`src/rtl/lrd_pkg.sv`:
```
// types and constants for the line/ray distance unit
`timescale 1ns / 1ps

package lrd_pkg;

    typedef struct packed {
        logic signed [31:0] line_origin_x;
        logic signed [31:0] line_origin_y;
        logic signed [31:0] line_origin_z;
        logic signed [31:0] line_dir_x;
        logic signed [31:0] line_dir_y;
        logic signed [31:0] line_dir_z;
        logic signed [31:0] ray_origin_x;
        logic signed [31:0] ray_origin_y;
        logic signed [31:0] ray_origin_z;
        logic signed [31:0] ray_dir_x;
        logic signed [31:0] ray_dir_y;
        logic signed [31:0] ray_dir_z;
    } item_t;

    typedef struct packed {
        logic [63:0]        squared_distance;
        logic [31:0]        distance;
        logic signed [31:0] line_param;
        logic [30:0]        ray_param;
        logic signed [31:0] line_point_x;
        logic signed [31:0] line_point_y;
        logic signed [31:0] line_point_z;
        logic signed [31:0] ray_point_x;
        logic signed [31:0] ray_point_y;
        logic signed [31:0] ray_point_z;
        logic [1:0]         closest_case;
    } result_t;

    localparam logic [1:0] CASE_INTERIOR = 2'd0;
    localparam logic [1:0] CASE_CLAMPED  = 2'd1;
    localparam logic [1:0] CASE_PARALLEL = 2'd2;

    localparam logic [30:0] TOL_RESET = 31'd1074;

    // quotient bits and root bits, one per pipeline stage
    localparam int DIV_STAGES  = 31;
    localparam int SQRT_STAGES = 32;

    // stage numbers along the pipe, stage 0 is the input register
    localparam int ST_DIV_IN  = 6;
    localparam int ST_DIV_OUT = ST_DIV_IN + DIV_STAGES;
    localparam int ST_SEL     = ST_DIV_OUT + 1;
    localparam int ST_CLAMP   = ST_SEL + 3;
    localparam int ST_SQ      = ST_SEL + 5;
    localparam int ST_ROOT    = ST_SQ + SQRT_STAGES;
    localparam int ST_OUT     = ST_ROOT + 1;
    localparam int LATENCY    = ST_OUT + 1;

endpackage

```
`src/rtl/lrd_sqrt.sv`:
```
// pipelined integer square root, one root bit per stage
`timescale 1ns / 1ps

module lrd_sqrt (
    input  logic                             clk,
    input  logic [2*lrd_pkg::SQRT_STAGES-1:0] x_in,
    output logic [lrd_pkg::SQRT_STAGES-1:0]  root
);

    localparam int N  = lrd_pkg::SQRT_STAGES;
    localparam int XW = 2 * N;
    localparam int RW = N + 2;

    logic [XW-1:0] x_reg    [1:N-1];
    logic [RW-1:0] rem_reg  [1:N-1];
    logic [N-1:0]  root_reg [1:N];

    genvar k;
    for (k = 1; k <= N; k++)
    begin : g_stage
        logic [XW-1:0] x_prev;
        logic [RW-1:0] rem_prev;
        logic [N-1:0]  root_prev;
        logic [RW+1:0] rem_sh;
        logic [RW+1:0] trial;
        logic [RW+1:0] rem_sub;
        logic          ge;

        if (k == 1)
        begin : g_first
            assign x_prev    = x_in;
            assign rem_prev  = '0;
            assign root_prev = '0;
        end
        else
        begin : g_next
            assign x_prev    = x_reg[k-1];
            assign rem_prev  = rem_reg[k-1];
            assign root_prev = root_reg[k-1];
        end

        // trial value is 4*root + 1 against the remainder with two new bits
        assign rem_sh  = {rem_prev, x_prev[XW-1:XW-2]};
        assign trial   = {2'b00, root_prev, 2'b01};
        assign rem_sub = rem_sh - trial;
        assign ge      = (rem_sh >= trial);

        always_ff @(posedge clk)
        begin
            root_reg[k] <= {root_prev[N-2:0], ge};
        end

        if (k < N)
        begin : g_fwd
            always_ff @(posedge clk)
            begin
                x_reg[k]   <= {x_prev[XW-3:0], 2'b00};
                rem_reg[k] <= ge ? rem_sub[RW-1:0] : rem_sh[RW-1:0];
            end
        end
    end

    assign root = root_reg[N];

endmodule

```
`config.mk`:
```
export PLATFORM = sky130hd
export DESIGN_NAME = lrd_sqrt
export DESIGN_NICKNAME = d
export VERILOG_FILES = /design/src/rtl/lrd_pkg.sv /design/src/rtl/lrd_sqrt.sv
export SDC_FILE = /design/constraint.sdc
export NUM_CORES = 2
export LEC_CHECK = 0
export ABC_AREA = 0
export BUFFER_PORTS_ARGS = -buffer_cell sky130_fd_sc_hd__buf_2
export CORE_MARGIN = 4
export CORE_UTILIZATION = 58
export CTS_BUF_LIST = sky130_fd_sc_hd__clkbuf_2 sky130_fd_sc_hd__clkbuf_4 sky130_fd_sc_hd__clkbuf_8
export DETAILED_ROUTE_END_ITERATION = 16
export PLACE_DENSITY = 0.74
export SLEW_MARGIN = 10
export SYNTH_ARGS = -nofsm -noshare
export SYNTH_HDL_FRONTEND = slang
export SYNTH_SLANG_ARGS = --single-unit
```
`constraint.sdc`:
```
create_clock -name clk -period 8.3 [get_ports clk]
set_input_delay 0.83 -clock clk [delete_from_list [all_inputs] [get_ports clk]]
set_output_delay 0.83 -clock clk [all_outputs]
set_load 0.01 [all_outputs]
```
==> out/results.ini <==
[yosys]
synth_xor_area_share_pct=7.83
synth-edff-count=0
synth_simple_gate_area_share_pct=12.9
synth.area.mux_share_pct=1.23
netlist_instances=9161
syn_nets=9788
yosysSeqAreaShare_pct=54.4
synth_top_family_by_area=simple AND/OR/NAND/NOR gates
synth_compound_area_share_pct=12.5
synthArstFlopShare_pct=0
yosysWarnings=0
ys_ff_latch=2523
synthFlopType=dfxtp_1
syn_area_per_cell_um2=10.1
synth_cell_types=102
netlist_area_mm2=0.0929
synthAdderAreaFrac_pct=7.57

[detailed_routing]
drc=0
routed_wl_um=203000
vias_per_cell=5.44
vias=64882
final_antenna_net_count=0
wl_per_cell_um=17.0
drtIter0Drc=4418
first_pass_iters=8

[placement]
hpwlAfterDp_um=151000
post_dp_cell_area_mm2=0.0955
port_buffers=96
routabilityCongestion=0.936
dp.cells=11179

[die]
dieWidth_um=408
core_mm2=0.159
die_h_um=408
ioPinCount=97
initial_core_util_pct=58.5
fp.dieArea_mm2=0.167
fp-row-count=146

[clock_network]
numCtsBuffers=395
cts_sinks=2523
cts_tree=yes
postCtsSetupBuffers=0
clk_latency_ns=1.07
clockBufferDepth=4
clk_pin_slew_ns=0.06
cts_htree_levels=5
root_buffer=clkbuf_8

[worst_setup_path]
arrival_ns=5.20
cp-end-kind=flop
cp_max_fo=24
timing.critical_path.to=rem_reg[17][27]
critPathBufInv=2
crit_chain=inv_1 -> ha_1 -> a21oi_1 -> nor2b_1 -> o31a_1 -> or3_1 -> o21ai_0 -> o211a_1 -> clkinv_1 -> nand3_1 -> nor3_1 -> xor2_1
critPathLaunchType=flop
r2r-end=rem_reg[17][27]
worst-setup-path-type=flop to flop
cp_data_required_time_ns=9.24
critPathMaxStageDelay_ns=0.79
critPathLaunch=root_reg[0][518]
reg2reg_depth=12
reg2reg_slack_ns=4.04
crit_slowest_cell=clkinv_1
cp.depth=12
crit_family=compound AO/OA/AOI/OAI gates
worstReg2RegStart=root_reg[0][518]

[pwr]
p_comb_share_pct=16.2
p_clk_share_pct=35.1
ir_worst_vdd_v=0.000210
cellPowerDensity_mw_per_mm2=307
p_leak_nw=49.9
power_switching_w=0.00902
swShare_pct=28.0
power_frac_seq_pct=48.7
internal-power_w=0.0232

[layout]
area_delta_synth_final_pct=13.0
finalNetCount=10197
final_cell_area_mm2=0.105
final_cells=11928
n_fill_cell=12330
drive_above_1_share_pct=10.1
largest_register_ffs=1003

[hold_path]
hold_path_class=flop to flop
hold_depth=0

[sta]
fin_hold_ws_ns=0.265
post-route-period-util_pct=51.4
slew_headroom_pct=25.7
max_freq_mhz=235
hold_violations=0
drv_slew=0
fin_setup_tns_ns=0
setup_viol_count_final=0
worst_pin_slew_ns=1.12
rsz0062_at_grt=no
skew_ns=0.0945
fin_crit_ns=4.26

[global_routing]
globalRouteTotalUtil_pct=23.9
grt_max_degree=56
grt_pass1_wl_um=327000
grt_pass1_vias=64158
antenna_found_initial=9
gr-total-overflow=0

[run]
max_cap_viol_count=0

[status]
run_status=completed

worst min path at each step:
| stage | startpoint | to | slack [ns] |
|---|---|---|---|
| 6_report | x_reg[11][55] | x_reg[12][57] | 0.26 |
| 5_1_grt | x_reg[8][26] | x_reg[9][28] | 0.28 |
| 4_1_cts | root_reg[0][772] | root_reg[0][805] | 0.27 |
| 3_5_place_dp | x_reg[13][55] | x_reg[14][57] | 0.31 |
| 3_3_place_gp | x_reg[15][53] | x_reg[16][55] | 0.31 |
| 2_1_floorplan | x_reg[9][16] | x_reg[10][18] | 0.31 |
synthesized netlist by cell type (all sizes together) (18+ instances only):
cell / instances / area share [%]
dfxtp: 2523 / 54
inv: 718 / 2.9
a21oi: 626 / 3.4
nor2: 614 / 2.5
ha: 562 / 7.6
nand2: 561 / 2.3
xnor2: 435 / 4.1
o21ai: 434 / 2.3
xor2: 396 / 3.7
a21o: 255 / 2.1
nor3: 231 / 1.3
nand3: 162 / 0.88
nor4: 140 / 1.0
clkbuf: 125 / 0.51
nand4: 111 / 0.77
o21a: 104 / 0.84
nand2b: 97 / 0.65
or3: 96 / 0.65
mux2: 89 / 1.1
nor2b: 83 / 0.56
a31oi: 69 / 0.46
o31ai: 59 / 0.48
and3: 58 / 0.39
or4: 56 / 0.47
a211oi: 44 / 0.37
o21bai: 42 / 0.34
or2: 42 / 0.28
buf: 41 / 0.22
o211ai: 41 / 0.34
and2: 33 / 0.22
nand3b: 25 / 0.20
a2111oi: 18 / 0.20
nand4b: 18 / 0.17
o2111ai: 18 / 0.17
power groups by stage:
stage | clock network, W | logic, W | registers (W)
floorplan | 0 | 0.00406 | 0.0153
global route | 0.0121 | 0.00582 | 0.0159
CTS | 0.0116 | 0.00518 | 0.0157
global placement | 0 | 0.00500 | 0.0159
detailed placement | 0 | 0.00510 | 0.0159
finish | 0.0113 | 0.00521 | 0.0157
metal layers:
| layer | part of all wire [%] | vias up | wire [um] | global-route usage, % |
|---|---|---|---|---|
| met3 | 5.0 | 492 | 10100 | 3.89 |
| met2 | 48 | 1719 | 97300 | 41.1 |
| met4 | 3.3 | 2 | 6790 | 9.28 |
| met1 | 44 | 30352 | 89100 | 30.1 |
| li1 | - | 32317 | - | - |
| met5 | 0.0064 | - | 13 | 0 |
worst reg2reg max path, stage by stage (launching register included):
cell and delay [ns]:
dfxtp_1 0.33, inv_1 0.04, ha_1 0.33, a21oi_1 0.15, nor2b_1 0.06, o31a_1 0.30, or3_1 0.36, o21ai_0 0.41
o211a_1 0.67, clkinv_1 0.80, nand3_1 0.42, nor3_1 0.10, xor2_1 0.15
metrics by stage:
step / util, % / total power, W / setup slack [ns]
global placement: 60.2 / 0.0209 / 4.16
floorplan: - / 0.0194 / 5.34
CTS: 66.1 / 0.0324 / 4.01
global route: 66.1 / 0.0338 / 3.56
finish: 66.1 / 0.0322 / 4.04
detailed placement: 60.2 / 0.0210 / 4.04
cells in the final DEF, fill, tap and decap left out, types with 42 or more instances in the layout:
| master | instances |
|---|---|
| and3_1 | 58 |
| a21oi_1 | 623 |
| or4_1 | 52 |
| a211oi_1 | 42 |
| or3_1 | 96 |
| mux2_2 | 89 |
| o31ai_1 | 58 |
| nand3_1 | 160 |
| a31oi_1 | 69 |
| ha_1 | 562 |
| nor3_1 | 227 |
| nand2b_1 | 97 |
| clkbuf_8 | 482 |
| xor2_1 | 396 |
| nor4_1 | 131 |
| clkbuf_4 | 99 |
| o21ai_0 | 429 |
| nor2_1 | 612 |
| dlygate4sd3_1 | 65 |
| a21o_1 | 255 |
| o21a_1 | 104 |
| inv_1 | 714 |
| o21bai_1 | 42 |
| dfxtp_1 | 2523 |
| buf_2 | 96 |
| nand2_1 | 560 |
| clkinv_2 | 49 |
| nor2b_1 | 82 |
| xnor2_1 | 435 |
| nand4_1 | 109 |
kinds of logic (layout without fill, tap and decap cells):
| group | count (synthesis) | after routing |
|---|---|---|
| simple gates | 2388 | 2388 |
| flops | 2523 | 2523 |
| mux | 103 | 103 |
| buf+inv | 888 | 1579 |
| other cells | 1 | 5 |
| xor+xnor | 831 | 831 |
| compound gates | 1865 | 1865 |
| fa+ha+maj | 562 | 562 |
area by class of cell:
type,instances,area [um2],area share [%]
clock inverters,98,1380,1.32
repair buffers,178,1260,1.20
clock buffers,581,7380,7.03
flip-flops and latches,2523,50500,48.1
multi-input cells,5750,39100,37.3
inverters,722,2710,2.58
diodes,4,10.0,0.00954
well taps,2072,2590,2.47
repair_timing:
action,4_1_cts,5_1_grt
resized for setup,0,0
hold buffers,65,0
endpoints found under the hold margin,65,0
No activity file was read; power rests on OpenSTA's default activity.
