[src/rtl/lrd_pkg.sv]
// types and constants for the line/ray distance unit
`timescale 1ns / 1ps

package lrd_pkg;

    typedef struct packed {
        logic signed [31:0] line_origin_x;
        logic signed [31:0] line_origin_y;
        logic signed [31:0] line_origin_z;
        logic signed [31:0] line_dir_x;
        logic signed [31:0] line_dir_y;
        logic signed [31:0] line_dir_z;
        logic signed [31:0] ray_origin_x;
        logic signed [31:0] ray_origin_y;
        logic signed [31:0] ray_origin_z;
        logic signed [31:0] ray_dir_x;
        logic signed [31:0] ray_dir_y;
        logic signed [31:0] ray_dir_z;
    } item_t;

    typedef struct packed {
        logic [63:0]        squared_distance;
        logic [31:0]        distance;
        logic signed [31:0] line_param;
        logic [30:0]        ray_param;
        logic signed [31:0] line_point_x;
        logic signed [31:0] line_point_y;
        logic signed [31:0] line_point_z;
        logic signed [31:0] ray_point_x;
        logic signed [31:0] ray_point_y;
        logic signed [31:0] ray_point_z;
        logic [1:0]         closest_case;
    } result_t;

    localparam logic [1:0] CASE_INTERIOR = 2'd0;
    localparam logic [1:0] CASE_CLAMPED  = 2'd1;
    localparam logic [1:0] CASE_PARALLEL = 2'd2;

    localparam logic [30:0] TOL_RESET = 31'd1074;

    // quotient bits and root bits, one per pipeline stage
    localparam int DIV_STAGES  = 31;
    localparam int SQRT_STAGES = 32;

    // stage numbers along the pipe, stage 0 is the input register
    localparam int ST_DIV_IN  = 6;
    localparam int ST_DIV_OUT = ST_DIV_IN + DIV_STAGES;
    localparam int ST_SEL     = ST_DIV_OUT + 1;
    localparam int ST_CLAMP   = ST_SEL + 3;
    localparam int ST_SQ      = ST_SEL + 5;
    localparam int ST_ROOT    = ST_SQ + SQRT_STAGES;
    localparam int ST_OUT     = ST_ROOT + 1;
    localparam int LATENCY    = ST_OUT + 1;

endpackage

[src/rtl/lrd_div.sv]
// pipelined restoring divider, one quotient bit per stage
`timescale 1ns / 1ps

module lrd_div (
    input  logic                            clk,
    input  logic [lrd_pkg::DIV_STAGES-1:0]  dvs,
    input  logic [lrd_pkg::DIV_STAGES-1:0]  rem_in,
    input  logic [lrd_pkg::DIV_STAGES-1:0]  low_in,
    output logic [lrd_pkg::DIV_STAGES-1:0]  quo
);

    localparam int N = lrd_pkg::DIV_STAGES;

    logic [N-1:0] dvs_reg [1:N-1];
    logic [N-1:0] rem_reg [1:N-1];
    logic [N-1:0] low_reg [1:N-1];
    logic [N-1:0] quo_reg [1:N];

    genvar k;
    for (k = 1; k <= N; k++)
    begin : g_stage
        logic [N-1:0] dvs_prev;
        logic [N-1:0] rem_prev;
        logic [N-1:0] low_prev;
        logic [N-1:0] quo_prev;
        logic [N:0]   rem_sh;
        logic [N:0]   rem_sub;
        logic         ge;

        if (k == 1)
        begin : g_first
            assign dvs_prev = dvs;
            assign rem_prev = rem_in;
            assign low_prev = low_in;
            assign quo_prev = '0;
        end
        else
        begin : g_next
            assign dvs_prev = dvs_reg[k-1];
            assign rem_prev = rem_reg[k-1];
            assign low_prev = low_reg[k-1];
            assign quo_prev = quo_reg[k-1];
        end

        // bring down the next dividend bit and try the subtract
        assign rem_sh  = {rem_prev, low_prev[N-1]};
        assign rem_sub = rem_sh - {1'b0, dvs_prev};
        assign ge      = (rem_sh >= {1'b0, dvs_prev});

        always_ff @(posedge clk)
        begin
            quo_reg[k] <= {quo_prev[N-2:0], ge};
        end

        if (k < N)
        begin : g_fwd
            always_ff @(posedge clk)
            begin
                dvs_reg[k] <= dvs_prev;
                rem_reg[k] <= ge ? rem_sub[N-1:0] : rem_sh[N-1:0];
                low_reg[k] <= {low_prev[N-2:0], 1'b0};
            end
        end
    end

    assign quo = quo_reg[N];

endmodule

[config.mk]
export PLATFORM = sky130hd
export DESIGN_NAME = lrd_div
export DESIGN_NICKNAME = d
export VERILOG_FILES = /design/src/rtl/lrd_pkg.sv /design/src/rtl/lrd_div.sv
export SDC_FILE = /design/constraint.sdc
export NUM_CORES = 2
export LEC_CHECK = 0
export BUFFER_PORTS_ARGS = -buffer_cell sky130_fd_sc_hd__buf_4
export CORE_ASPECT_RATIO = 1.2
export CORE_MARGIN = 8
export CORE_UTILIZATION = 65
export CTS_BUF_LIST = sky130_fd_sc_hd__clkbuf_2
export DETAILED_ROUTE_END_ITERATION = 10
export GPL_TIMING_DRIVEN = 0
export PLACE_DENSITY = 0.82
export REMOVE_ABC_BUFFERS = 1
export SLEW_MARGIN = 20
export SYNTH_ARGS = -nofsm -noshare
export SYNTH_HDL_FRONTEND = slang
export SYNTH_SLANG_ARGS = --single-unit
[constraint.sdc]
create_clock -name clk -period 4.6 [get_ports clk]
set_input_delay 0.92 -clock clk [delete_from_list [all_inputs] [get_ports clk]]
set_output_delay 0.92 -clock clk [all_outputs]
set_load 0.005 [all_outputs]
==> summary.txt <==
Setup path
  – Worst path required time: around 6.3 ns
  – Critical Path AT: around 6.5 ns
  – CP Launch Type: primary input
  – R2R Path End: rem_reg[0][339]
  – R2R cell count: 12
  – CP max-delay cell: dlygate4sd3_1
  – CP Capture Type: register
  – Cell mode on critical path: dlygate4sd3_1
  – Critical Path, Cell by Cell: dlygate4sd3_1 -> buf_4 -> dlygate4sd3_1 -> ha_1 -> nor2b_1 -> o31a_1 -> o41ai_4 -> o211ai_1 -> buf_4 -> a41o_2 -> o21a_1 -> nor2_4 -> o21ai_4 -> buf_12 -> buf_16 -> nor2_1 -> dlygate4sd3_1 -> a21oi_1 -> dlygate4sd3_1
  – CP peak stage delay: 0.59 ns
  – Crit Path Class: in2reg
  – Flop2flop setup slack: -0.05 ns
  – Worst-path maximum fanout: 29
  – R2r startpoint: dvs_reg[0][280]

Route
  – Via/cell ratio: 5.66
  – Routed WL: between 200000 and 300000 um
  – Drc violations: 0
  – Iter 0 DRT Violations: 5178
  – WL per Instance: 17.8 um
  – Detail Route Antenna Nets: 0
  – Pre-Repair DR Iteration Count: 9
  – Total vias in the final route: 87579

GRT
  – Grt peak-use layer: met2
  – Met3 Resource Use GR: 0.0479
  – Global-route wire length before repair: between 400000 and 500000 um
  – Largest net degree at the start of global routing: 45
  – Vias in the first global route: 90592
  – Total track usage: 0.273
  – M2 GR Usage: 0.509
  – GRT overflow: 0
  – GR met1 Demand/Resource: 0.272
  – Initial antenna violation count: 4

Layout
  – Fin cells: between 15000 and 20000
  – Area growth, synth to finish: 10.5%
  – Most common cell after layout, fill and taps aside: dfxtp_1
  – Fillers: approximately 13000
  – Reg area: approximately 56000 um2
  – Multi-input logic area: 55100 um2
  – Layout cell share with drive strength beyond 1: 0.130
  – Commonest non-fill, non-tap cells in the layout: 2821 x dfxtp_1, 1201 x inv_1, 961 x ha_1
  – # nets final: between 10000 and 15000

STA
  – Tmin final: 4.76 ns
  – Final setup violation count: 15
  – Final Max Slew Viols: 0
  – Least-Margin Pin Slew: approximately 1.2 ns
  – Max Fclk: 0.210 GHz
  – Worst Clk Skew: ~0.29 ns
  – Ratio of final minimum period to clock period: 1.03
  – Rel. slew slack: 0.220
  – Fin. Hold Viols: 0
  – Worst setup slack after layout: -0.156 ns

Hold path
  – Hold Path Class: reg2reg
  – Min-delay src: dvs_reg[0][65]
  – Hold Path Depth: 0
  – Hold worst-path end: dvs_reg[0][96]

Clock tree
  – Worst-path clk slew: 0.12 ns
  – Cts bufs inserted: about 660
  – Htree depth: 6
  – TritonCTS clock tree: yes
  – CTS max path bufs: 4
  – Root buf cell: clkbuf_2
  – CTS Sinks: roughly 2800
  – Insertion delay to the later sink of the worst-skew pair: 1.90 ns

Power and ir drop
  – Switching part of the total: 0.404
  – Pwr Density: around 800 nW/um2
  – Switching pwr: 0.0414 W
  – Overall Power: between 0.1 and 0.15 W
  – Clk network pwr share: 0.152
  – Gate power share: 0.502
  – Fraction of power consumed by sequential logic: 0.346
  – Maximum VDD drop: slightly below 0.4 mV
  – Pleak: a little over 60 nW
  – Internal power: between 0.06 and 0.07 W

Yosys
  – Library cells used by synthesis: 105
  – Yosys reg bits: roughly 2800
  – Asr flop ratio synth: 0
  – EDFF count, synth: 0
  – Avg Cell Area, Syn: between 9 and 10 um2
  – Synth Warn #: 0
  – Post-synthesis sequential area ratio: 0.483
  – Main synth FF type: dfxtp_1
  – Gate Count Post-Synth: between 10000 and 15000
  – Post-synthesis cell area: about 120000 um2

Floorplanning
  – Die area: between 150000 and 200000 um2
  – Core Rows: 170
  – Initial Util: 0.654
  – Top-Level Pins: 125
  – Die Width: around 400 um
  – Core ar.: 179000 um2
  – DIE HEIGHT: just under 500 um

Flow run
  – Max Cap Violations: 0

Placement
  – DP Cell Count: ~14000
  – IO buf count: 124
  – Dpl hpwl: 202000 um
  – GPL Wtd Cong: 0.942

Outcome
  – Outcome: complete, but fails checks
  – Failing checks: setup timing
[how the worst max path moves through the flow]
stage	end	startpoint	cells after the start
global placement	rem_reg[0][338]	dvs_reg[0][281]	11
detailed placement	rem_reg[0][64]	dvs_reg[0][33]	12
CTS	rem_reg[0][236]	low_reg[0][209]	13
global route	rem_reg[0][256]	low_reg[0][239]	17
floorplan	rem_reg[0][100]	low_reg[0][89]	12
finish	rem_reg[0][36]	rem_in[1]	19
[per-stage QoR]
stage	cell area (um2)	hold WS, ns	util	setup TNS [ns]	setup WS [ns]
after detailed placement	121000	0.312	0.675	-3.06	-0.130
final	129000	0.206	0.722	-0.719	-0.156
after CTS	129000	0.00580	0.721	0	0.0130
after global routing	129000	0.0427	0.722	-0.0717	-0.0447
after global placement	120000	0.309	0.670	-705.06	-4.45
after floorplan	116000	0.310	-	-62.16	-1.03
[cells in the mapped netlist (15+ instances only)]
library cell	number	area, um2
o31a_1	30	263
clkbuf_1	167	627
o41ai_1	15	131
dfxtp_1	2821	56500
fa_1	30	601
inv_1	1201	4510
mux2_1	22	248
o2111ai_1	23	201
nor3_1	128	641
or3_1	34	213
a221oi_1	19	166
a41oi_1	17	149
a31o_2	25	219
o211ai_1	57	428
nand3_1	175	876
o21a_1	117	878
nor4_1	24	150
and3_1	83	519
mux2_2	415	4670
a211oi_1	88	661
o21ai_0	638	3190
a21boi_0	39	293
a21o_1	460	3450
o21ai_1	16	80.1
o21bai_1	121	908
or2_2	39	244
nand4_1	153	957
nor2_1	723	2710
mux2i_1	31	310
and4_1	20	175
buf_2	50	250
xnor2_1	472	4130
nand2b_1	134	838
a211o_1	28	245
a311oi_1	17	149
a31oi_1	83	519
ha_1	961	12000
o31ai_1	57	428
nand2_1	656	2460
xor2_1	309	2710
nor2b_1	124	776
and2_1	35	219
a21oi_1	956	4780
[cells by family (layout without fill, tap and decap cells)]
| group | Yosys count | in the layout | synth area share |
|---|---|---|---|
| AOI/OAI and AO/OA | 2970 | 2974 | 0.161 |
| xor gates and xnor gates | 781 | 781 | 0.0586 |
| adders and majority gates | 991 | 991 | 0.108 |
| buffers and inverters | 1433 | 2720 | 0.0471 |
| DFF | 2821 | 2821 | 0.483 |
| muxes | 470 | 470 | 0.0450 |
| other | 0 | 11 | 0 |
| and+or+nand+nor | 2385 | 2385 | 0.0964 |
[power by group through the flow]
stage | registers [W] | logic (W) | clock network, W
2_1_floorplan | 0.0345 | 0.0385 | 0
3_3_place_gp | 0.0357 | 0.0479 | 0
3_5_place_dp | 0.0359 | 0.0499 | 0
4_1_cts | 0.0354 | 0.0506 | 0.0160
5_1_grt | 0.0361 | 0.0565 | 0.0174
6_report | 0.0354 | 0.0515 | 0.0155
[layout make-up]
| type | count | area share |
|---|---|---|
| clock buffers | 899 | 0.0349 |
| inverters | 1203 | 0.0350 |
| clock inverters | 199 | 0.00977 |
| repair buffers | 419 | 0.0325 |
| multi-input cells | 7601 | 0.427 |
| diodes | 11 | 0.000213 |
| well taps | 2322 | 0.0225 |
| flip-flops and latches | 2821 | 0.438 |
[critical path: cells and delay by family]
family	cells	cell delay, ns
adder cells (fa/ha/maj)	1	0.38
AND/OR/NAND/NOR	3	0.60
buffers and inverters	8	2.97
AO/OA/AOI/OAI	7	1.53
[repair_timing]
item                                    4_1_cts  5_1_grt
endpoints found under the setup margin       48       87
setup buffers                                 0       10
pin swaps                                     1        6
gates resized for setup                       5       14
cloned                                        0        4
hold buffers                                247        0
hold endpoints to repair                     93        0
[per-layer routing]
layer	part of all wire	vias to the layer above
li1	-	42988
met1	0.37	40726
met2	0.51	2819
met3	0.046	1046
met4	0.074	0
met5	0	-
Power figures use the tool's default switching activity.
